File: src/sv/ecd_pkg.sv
// Shared types and constant reciprocals for the epoch seconds to calendar date pipeline.
package ecd_pkg;

  // Last valid instant is 9999-12-31 23:59:59; this bound and all above are rejected.
  localparam logic [63:0] MaxSecs = 64'd253402300800;

  localparam logic [21:0] ShiftDays = 22'd719468;
  localparam logic [9:0]  Div675    = 10'd675;
  localparam logic [17:0] EraDays   = 18'd146097;
  localparam logic [11:0] SecsHour  = 12'd3600;

  // Ceiling reciprocals: floor(n * M >> k) equals floor(n / d) for every n of the
  // stated width because k is the width of n plus the width of d.
  localparam logic [31:0] M675    = 32'(((64'd1 << 41) + 64'd674) / 64'd675);
  localparam logic [22:0] MEra    = 23'(((64'd1 << 40) + 64'd146096) / 64'd146097);
  localparam logic [23:0] M7      = 24'(((64'd1 << 26) + 64'd6) / 64'd7);
  localparam logic [17:0] M3600   = 18'(((64'd1 << 29) + 64'd3599) / 64'd3600);
  localparam logic [12:0] M60     = 13'(((64'd1 << 18) + 64'd59) / 64'd60);
  localparam logic [18:0] M1460   = 19'(((64'd1 << 29) + 64'd1459) / 64'd1460);
  localparam logic [18:0] M36524  = 19'(((64'd1 << 34) + 64'd36523) / 64'd36524);
  localparam logic [18:0] M146096 = 19'(((64'd1 << 36) + 64'd146095) / 64'd146096);
  localparam logic [18:0] M365    = 19'(((64'd1 << 27) + 64'd364) / 64'd365);
  localparam logic [9:0]  M100    = 10'(((64'd1 << 16) + 64'd99) / 64'd100);
  localparam logic [11:0] M153    = 12'(((64'd1 << 19) + 64'd152) / 64'd153);
  localparam logic [11:0] M5      = 12'(((64'd1 << 14) + 64'd4) / 64'd5);

  localparam int DateLat  = 10;
  localparam int TimeLat  = 5;
  localparam int TimeDly  = DateLat - TimeLat;

  typedef struct packed {
    logic v;
    logic ok;
  } ctl_t;

  typedef struct packed {
    logic [2:0] weekday;
    logic [4:0] hour;
    logic [5:0] minute;
    logic [5:0] second;
  } tod_t;

  typedef struct packed {
    logic [13:0] year;
    logic [3:0]  month;
    logic [4:0]  day;
  } ymd_t;

endpackage

File: src/sv/ecd_day_split.sv
// Range check and split of the seconds count into whole days and seconds of the day.
module ecd_day_split (
  input  logic                clk,
  input  logic                rst,
  input  logic                in_v,
  input  logic signed [63:0]  x,
  output ecd_pkg::ctl_t       ctl,
  output logic [21:0]         days,
  output logic [16:0]         secs
);
  ecd_pkg::ctl_t ctl_a, ctl_b;
  logic [30:0] n_a, n_b;
  logic [6:0]  lo_a, lo_b;
  logic [62:0] p_b;
  logic [21:0] q_c;

  assign q_c = p_b[62:41];

  always_ff @(posedge clk) begin
    if (rst) begin
      ctl_a <= '0;
      ctl_b <= '0;
      ctl   <= '0;
    end else begin
      ctl_a.v  <= in_v;
      ctl_a.ok <= !x[63] && (64'(x) < ecd_pkg::MaxSecs);
      ctl_b    <= ctl_a;
      ctl      <= ctl_b;
    end
    // 86400 = 128 * 675: the low seven bits pass straight into the seconds.
    n_a  <= x[37:7];
    lo_a <= x[6:0];
    n_b  <= n_a;
    lo_b <= lo_a;
    p_b  <= 63'(n_a) * 63'(ecd_pkg::M675);
    days <= q_c;
    secs <= {10'(n_b - 31'(32'(q_c) * 32'(ecd_pkg::Div675))), lo_b};
  end

endmodule

File: src/sv/ecd_date.sv
// Era-based days-to-civil conversion, ten register stages.
module ecd_date (
  input  logic          clk,
  input  logic          rst,
  input  ecd_pkg::ctl_t ctl_in,
  input  logic [21:0]   days,
  output ecd_pkg::ctl_t ctl_out,
  output ecd_pkg::ymd_t ymd
);
  ecd_pkg::ctl_t ctl [ecd_pkg::DateLat-1];
  logic [21:0] sh1, sh2;
  logic [44:0] pe2;
  logic [4:0]  era3, era4, era5, era6, era7, era8, era9;
  logic [17:0] doe3, doe4, doe5, doe6, doe7, doe8;
  logic [36:0] a4, b4, c4, pt6;
  logic [17:0] t5;
  logic [8:0]  yoe7, yoe8, yoe9;
  logic [8:0]  doy8, doy9;
  logic [3:0]  mp9;
  logic [10:0] x5;
  logic [22:0] p153;
  logic [10:0] m153;
  logic [22:0] p5;
  logic [3:0]  mm;

  assign x5   = 11'(doy8) * 11'd5 + 11'd2;
  assign p153 = 23'(x5) * 23'(ecd_pkg::M153);
  assign m153 = 11'(mp9) * 11'd153 + 11'd2;
  assign p5   = 23'(m153) * 23'(ecd_pkg::M5);
  assign mm   = (mp9 < 4'd10) ? mp9 + 4'd3 : mp9 - 4'd9;

  always_ff @(posedge clk) begin
    if (rst) begin
      for (int i = 0; i < ecd_pkg::DateLat - 1; i++) ctl[i] <= '0;
      ctl_out <= '0;
    end else begin
      ctl[0] <= ctl_in;
      for (int i = 1; i < ecd_pkg::DateLat - 1; i++) ctl[i] <= ctl[i-1];
      ctl_out <= ctl[ecd_pkg::DateLat-2];
    end
    sh1  <= days + ecd_pkg::ShiftDays;
    sh2  <= sh1;
    pe2  <= 45'(sh1) * 45'(ecd_pkg::MEra);
    era3 <= pe2[44:40];
    doe3 <= 18'(sh2 - 22'(23'(pe2[44:40]) * 23'(ecd_pkg::EraDays)));
    era4 <= era3;
    doe4 <= doe3;
    a4   <= 37'(doe3) * 37'(ecd_pkg::M1460);
    b4   <= 37'(doe3) * 37'(ecd_pkg::M36524);
    c4   <= 37'(doe3) * 37'(ecd_pkg::M146096);
    era5 <= era4;
    doe5 <= doe4;
    t5   <= doe4 - 18'(a4[36:29]) + 18'(b4[36:34]) - 18'(c4[36]);
    era6 <= era5;
    doe6 <= doe5;
    pt6  <= 37'(t5) * 37'(ecd_pkg::M365);
    era7 <= era6;
    doe7 <= doe6;
    yoe7 <= pt6[35:27];
    era8 <= era7;
    doe8 <= doe7;
    yoe8 <= yoe7;
    era9 <= era8;
    yoe9 <= yoe8;
    doy8 <= 9'(doe7 - 18'(yoe7) * 18'd365 - 18'(yoe7[8:2])
            + 18'(19'(yoe7) * 19'(ecd_pkg::M100) >> 16));
    doy9 <= doy8;
    mp9  <= p153[22:19];
    ymd.day   <= 5'(doy9 - p5[22:14] + 9'd1);
    ymd.month <= mm;
    ymd.year  <= 14'(yoe9) + 14'(era9) * 14'd400 + ((mm <= 4'd2) ? 14'd1 : 14'd0);
  end

endmodule

File: src/sv/ecd_time.sv
// Weekday and time of day, padded to the latency of the date path.
module ecd_time (
  input  logic          clk,
  input  logic [21:0]   days,
  input  logic [16:0]   secs,
  output ecd_pkg::tod_t tod
);
  logic [22:0] d4_1, d4_2;
  logic [16:0] s1, s2;
  logic [46:0] pw2;
  logic [34:0] ph2;
  logic [2:0]  wd3, wd4;
  logic [4:0]  hr3, hr4;
  logic [11:0] soh3, soh4;
  logic [24:0] pm4;
  // The first entry is the last compute stage; the rest pad out to the date path.
  ecd_pkg::tod_t dly [ecd_pkg::TimeDly+1];

  always_ff @(posedge clk) begin
    d4_1 <= 23'(days) + 23'd4;
    s1   <= secs;
    d4_2 <= d4_1;
    s2   <= s1;
    pw2  <= 47'(d4_1) * 47'(ecd_pkg::M7);
    ph2  <= 35'(s1) * 35'(ecd_pkg::M3600);
    wd3  <= 3'(d4_2 - 23'(pw2[46:26]) * 23'd7);
    hr3  <= ph2[33:29];
    soh3 <= 12'(s2 - 17'(ph2[33:29]) * 17'(ecd_pkg::SecsHour));
    wd4  <= wd3;
    hr4  <= hr3;
    soh4 <= soh3;
    pm4  <= 25'(soh3) * 25'(ecd_pkg::M60);
    dly[0].weekday <= wd4;
    dly[0].hour    <= hr4;
    dly[0].minute  <= pm4[23:18];
    dly[0].second  <= 6'(soh4 - 12'(pm4[23:18]) * 12'd60);
    for (int i = 1; i <= ecd_pkg::TimeDly; i++) dly[i] <= dly[i-1];
  end

  assign tod = dly[ecd_pkg::TimeDly];

endmodule

File: src/sv/epoch_seconds_to_calendar_date.sv
// A start runs through the split, date and output stages to done; one item per cycle.
// Throughput: a new item may start in every cycle; busy is always low.
// The receiver cannot stall; each result shows on the ports for one cycle with done.
// The longest stages hold one multiplier of at most 31 by 32 bits on the day split.
// Reset is synchronous and clears the valid bits of every stage; payload is not reset.
module epoch_seconds_to_calendar_date (
  input  logic               clk,
  input  logic               rst,
  input  logic               start,
  input  logic signed [63:0] epoch_seconds,
  output logic               busy,
  output logic               done,
  output logic               ok,
  output logic [13:0]        year,
  output logic [3:0]         month,
  output logic [4:0]         day,
  output logic [2:0]         weekday,
  output logic [4:0]         hour,
  output logic [5:0]         minute,
  output logic [5:0]         second
);
  ecd_pkg::ctl_t ctl_s, ctl_d;
  logic [21:0]   days;
  logic [16:0]   secs;
  ecd_pkg::ymd_t ymd;
  ecd_pkg::tod_t tod;

  // The pipeline never holds an item back, so it is never busy.
  assign busy = 1'b0;

  // First three stages: the range check and the split into days and seconds.
  ecd_day_split u_split (
    .clk  (clk),
    .rst  (rst),
    .in_v (start),
    .x    (epoch_seconds),
    .ctl  (ctl_s),
    .days (days),
    .secs (secs)
  );

  // The date path carries the valid and range flags alongside its data.
  ecd_date u_date (
    .clk     (clk),
    .rst     (rst),
    .ctl_in  (ctl_s),
    .days    (days),
    .ctl_out (ctl_d),
    .ymd     (ymd)
  );

  // Time of day is cheaper and is delayed to line up with the date.
  ecd_time u_time (
    .clk  (clk),
    .days (days),
    .secs (secs),
    .tod  (tod)
  );

  // Output register: an out of range item reports all fields as zero.
  always_ff @(posedge clk) begin
    if (rst) begin
      done <= 1'b0;
    end else begin
      done <= ctl_d.v;
    end
    ok      <= ctl_d.ok;
    year    <= ctl_d.ok ? ymd.year : '0;
    month   <= ctl_d.ok ? ymd.month : '0;
    day     <= ctl_d.ok ? ymd.day : '0;
    weekday <= ctl_d.ok ? tod.weekday : '0;
    hour    <= ctl_d.ok ? tod.hour : '0;
    minute  <= ctl_d.ok ? tod.minute : '0;
    second  <= ctl_d.ok ? tod.second : '0;
  end

  a_zero_when_bad: assert property (@(posedge clk) disable iff (rst)
    (done && !ok) |-> (year == 14'd0 && month == 4'd0 && day == 5'd0))
    else $error("rejected item carries a nonzero date");

  a_date_range: assert property (@(posedge clk) disable iff (rst)
    (done && ok) |-> (month >= 4'd1 && month <= 4'd12 && day >= 5'd1
                      && year >= 14'd1970 && year <= 14'd9999))
    else $error("date field out of range");

  a_time_range: assert property (@(posedge clk) disable iff (rst)
    (done && ok) |-> (hour <= 5'd23 && minute <= 6'd59 && second <= 6'd59
                      && weekday <= 3'd6))
    else $error("time field out of range");

endmodule

File: config.mk
export PLATFORM = sky130hd
export DESIGN_NAME = epoch_seconds_to_calendar_date
export DESIGN_NICKNAME = d
export VERILOG_FILES = /design/src/sv/ecd_pkg.sv /design/src/sv/ecd_day_split.sv /design/src/sv/ecd_date.sv /design/src/sv/ecd_time.sv /design/src/sv/epoch_seconds_to_calendar_date.sv
export SDC_FILE = /design/constraint.sdc
export NUM_CORES = 2
export LEC_CHECK = 0
export BUFFER_PORTS_ARGS = -buffer_cell sky130_fd_sc_hd__buf_2
export CAP_MARGIN = 5
export CORE_ASPECT_RATIO = 0.6
export CORE_MARGIN = 2
export CORE_UTILIZATION = 65
export CTS_CLUSTER_SIZE = 20
export DETAILED_ROUTE_END_ITERATION = 7
export MAX_ROUTING_LAYER = met4
export PLACE_DENSITY = 0.83
export SKIP_LAST_GASP = 1
export SLEW_MARGIN = 20
export SYNTH_ARGS = -nofsm -noshare
export SYNTH_HDL_FRONTEND = slang
export SYNTH_SLANG_ARGS = --single-unit
File: constraint.sdc
create_clock -name clk -period 17.66 [get_ports clk]
set_input_delay 0.883 -clock clk [delete_from_list [all_inputs] [get_ports clk]]
set_output_delay 0.883 -clock clk [all_outputs]
set_load 0.01 [all_outputs]
==> summary.txt <==
Yosys
  • Post-Syn Area per Cell: 11.00 um2
  • Synth cell count leaders: ha_1, inv_1, fa_1, dfxtp_1, xnor2_1
  • Synth top area share: 0.3065
  • Share of flip-flops with an asynchronous set or reset: 0
  • Yosys reg bits: 653
  • Top-count cell post-synth: ha_1
  • EDFF count, synth: 0
  • Post-Syn Instances: 6,420
  • Yosys cell types: 73
  • Mapped Nets: 9,286
  • Mapped Area: 70,620 um2
  • Synth top area cells: ha_1, fa_1, dfxtp_1
  • Ys flop type: dfxtp_1
  • Ys Warns: 0
  • Largest area contributor in the netlist: ha_1
  • Seq/Total Area, Yosys: 0.1851

Place
  • Placer Congestion: 1.040
  • IO Port Bufs: 111
  • Hpwl dp: 137,100 um
  • Area after DPL: 73,000 um2

Floorplan
  • Die X: 429.5 um
  • Initial cell density of the core: 0.6568
  • Core footprint: 107,500 um2
  • Die ar.: 111,400 um2
  • Row count: 93
  • Die height: 259.3 um
  • Ports: 113

GRT
  • Vias in the first global route: 47,192
  • Pin count of the biggest net entering global routing: 45
  • Initial antenna violation count: 2
  • Global-route wire length before repair: 255,600 um
  • Grt total ovfl: 0
  • GRT Total Usage: 0.3044

Finish
  • Share of cells above drive strength 1: 0.03900
  • Design Area, Final: 75,140 um2
  • Util after Layout: 0.6988
  • Final net count: 9,457
  • Synthesis-to-finish area growth: 6.398%

Min path
  • Worst hold-check path type: input port to flop

Drt
  • Antenna-violating nets left: 0
  • WL per Instance: 19.56 um
  • Final wirelength: 157,800 um
  • DR vias/cell: 5.422
  • Drc violations: 0
  • DR pass1 iterations: 5
  • Vias: 43,740
  • DR iter-0 viols: 2,766

Clock network
  • Post-cts gate resize count: 0
  • Worst-path clk slew: 0.08 ns
  • Clock sinks: 653
  • H-Tree Depth: 2
  • Root Driver: clkbuf_16
  • Clock latency on the worst-skew pair: 0.69 ns
  • CTS tree: done
  • Post-CTS setup buffer count: 0
  • Number of CTS-inserted buffers: 61
  • Hold buffer count at cts: 0
  • CTS Buffer Depth: 3

Setup path
  • Delay-heaviest family, CP: adder cells
  • Critical path arrival: 8.48 ns
  • Crit-path slowest cell: dfxtp_1
  • Crit end category: flop
  • Most used cell, CP: ha_1
  • Worst path max stage delay: 0.54 ns
  • Worst EP required: 18.23 ns
  • CP Class: flop to flop
  • Critical Path Fanout Max: 9
  • Critical Path Source Type: flop
  • WP buf/inv: 3

STA
  • Slew @ Worst Pin: 1.137 ns
  • Final setup fails: 0
  • Final worst path period share: 0.4482
  • Relative slew slack: 0.2408
  • Setup TNS: 0 ns
  • Fin. max-slew vios: 0
  • Fin. Hold Viols: 0
  • Max Clock Freq: 126.3 MHz
  • Worst hold slack: 0.2941 ns
  • Clock Skews: 0.05856 ns
  • RSZ-0062 raised after global routing: false
  • Min Tclk post-route: 7.916 ns

Job
  • Max-Cap Viols: 0

Status
  • Status: completed
[metal layers]
metal,up-vias,part of all wire,track usage
li1,20584,-,-
met1,21504,0.48,0.4519
met2,1512,0.39,0.4142
met3,140,0.12,0.09678
met4,0,0.011,0.03971
met5,-,0,-
[path summary, 6_finish.rpt]
path / startpoint / endpoint / slack [ns] / cells past startpoint
worst max-delay path: u_date.mp9[1] / u_date.ymd[4] / 9.74 / 32
worst min-delay path: epoch_seconds[3] / u_split.lo_a[3] / 0.29 / 1
worst max register to register: u_date.mp9[1] / u_date.ymd[4] / 9.74 / 32
worst min register to register: u_split.p_b[52] / u_split.days[11] / 0.30 / 0
[sequential cells by signal (all words and copies together), names as in the netlist, 10 cells and up]
signal        cells
u_date.ctl       18
u_date.doe3      18
u_date.doe4      18
u_date.sh1       19
u_date.sh2       16
u_date.t5        18
u_date.ymd       23
u_split.days     22
u_split.n_a      31
u_split.n_b      10
u_split.p_b      22
u_split.secs     17
u_time.d4_1      23
u_time.dly      120
u_time.s1        17
u_time.s2        11
u_time.soh3      12
year             14
[area by class of cell]
class / count / area, um2
clock inverter: 39 / 496.7
clock buffer: 74 / 1635
inverter: 1692 / 6351
multi-input combinational: 4056 / 51120
tap: 1425 / 1783
sequential: 653 / 13070
fill: 7689 / 32380
timing repair buffer: 127 / 675.6
antenna: 1 / 2.502
[through the flow]
stage | std cells | setup slack, ns
6_report | 8067 | 9.744
2_1_floorplan | 6420 | 10.55
3_3_place_gp | 7953 | 9.905
5_1_grt | 8067 | 9.156
4_1_cts | 8066 | 9.726
3_5_place_dp | 7953 | 9.784
[worst register-to-register path: cells and delay by family (launching register included)]
kind / cells / cell delay [ns]
and+or+nand+nor: 5 / 0.49
AOI/OAI and AO/OA: 10 / 1.69
xor gates and xnor gates: 4 / 0.89
DFF: 1 / 0.54
buffers and inverters: 3 / 0.26
adders and majority gates: 10 / 3.95
[layout by cell type (no fill, tap or decap), types with 8 or more instances in the layout]
cell       count
ha_1        1730
inv_1       1692
fa_1        1069
dfxtp_1      652
xnor2_1      199
a21oi_1      143
nor2_1       120
buf_2        111
o21ai_0       99
nand2_1       81
a21o_1        71
xor2_1        68
clkbuf_16     61
and2_1        51
nor3_1        43
nor2b_1       43
nand3_1       40
nand4_1       35
a211oi_1      22
o21a_1        22
o21bai_1      22
and3_1        18
buf_4         16
a31oi_1       14
or3_1         14
nand2b_1      13
or2_2         13
nor4_1        13
inv_6         11
o211ai_1       9
o2111ai_1      8
clkinv_2       8
[kinds of logic (layout without fill, tap and decap cells)]
kind of cell	after synthesis	count (layout)	share of synthesized area
compound gates	482	482	0.04399
xor+xnor	267	267	0.03311
fa+ha+maj	2799	2799	0.6096
buf+inv	1711	1932	0.09102
flops	653	653	0.1851
mux	3	3	0.0004429
other cells	1	2	0.00005310
simple gates	504	504	0.03671
Power is left out: the tool's default activity adds up to more than one toggle a clock period on the data nets, which glitch-free logic cannot reach.
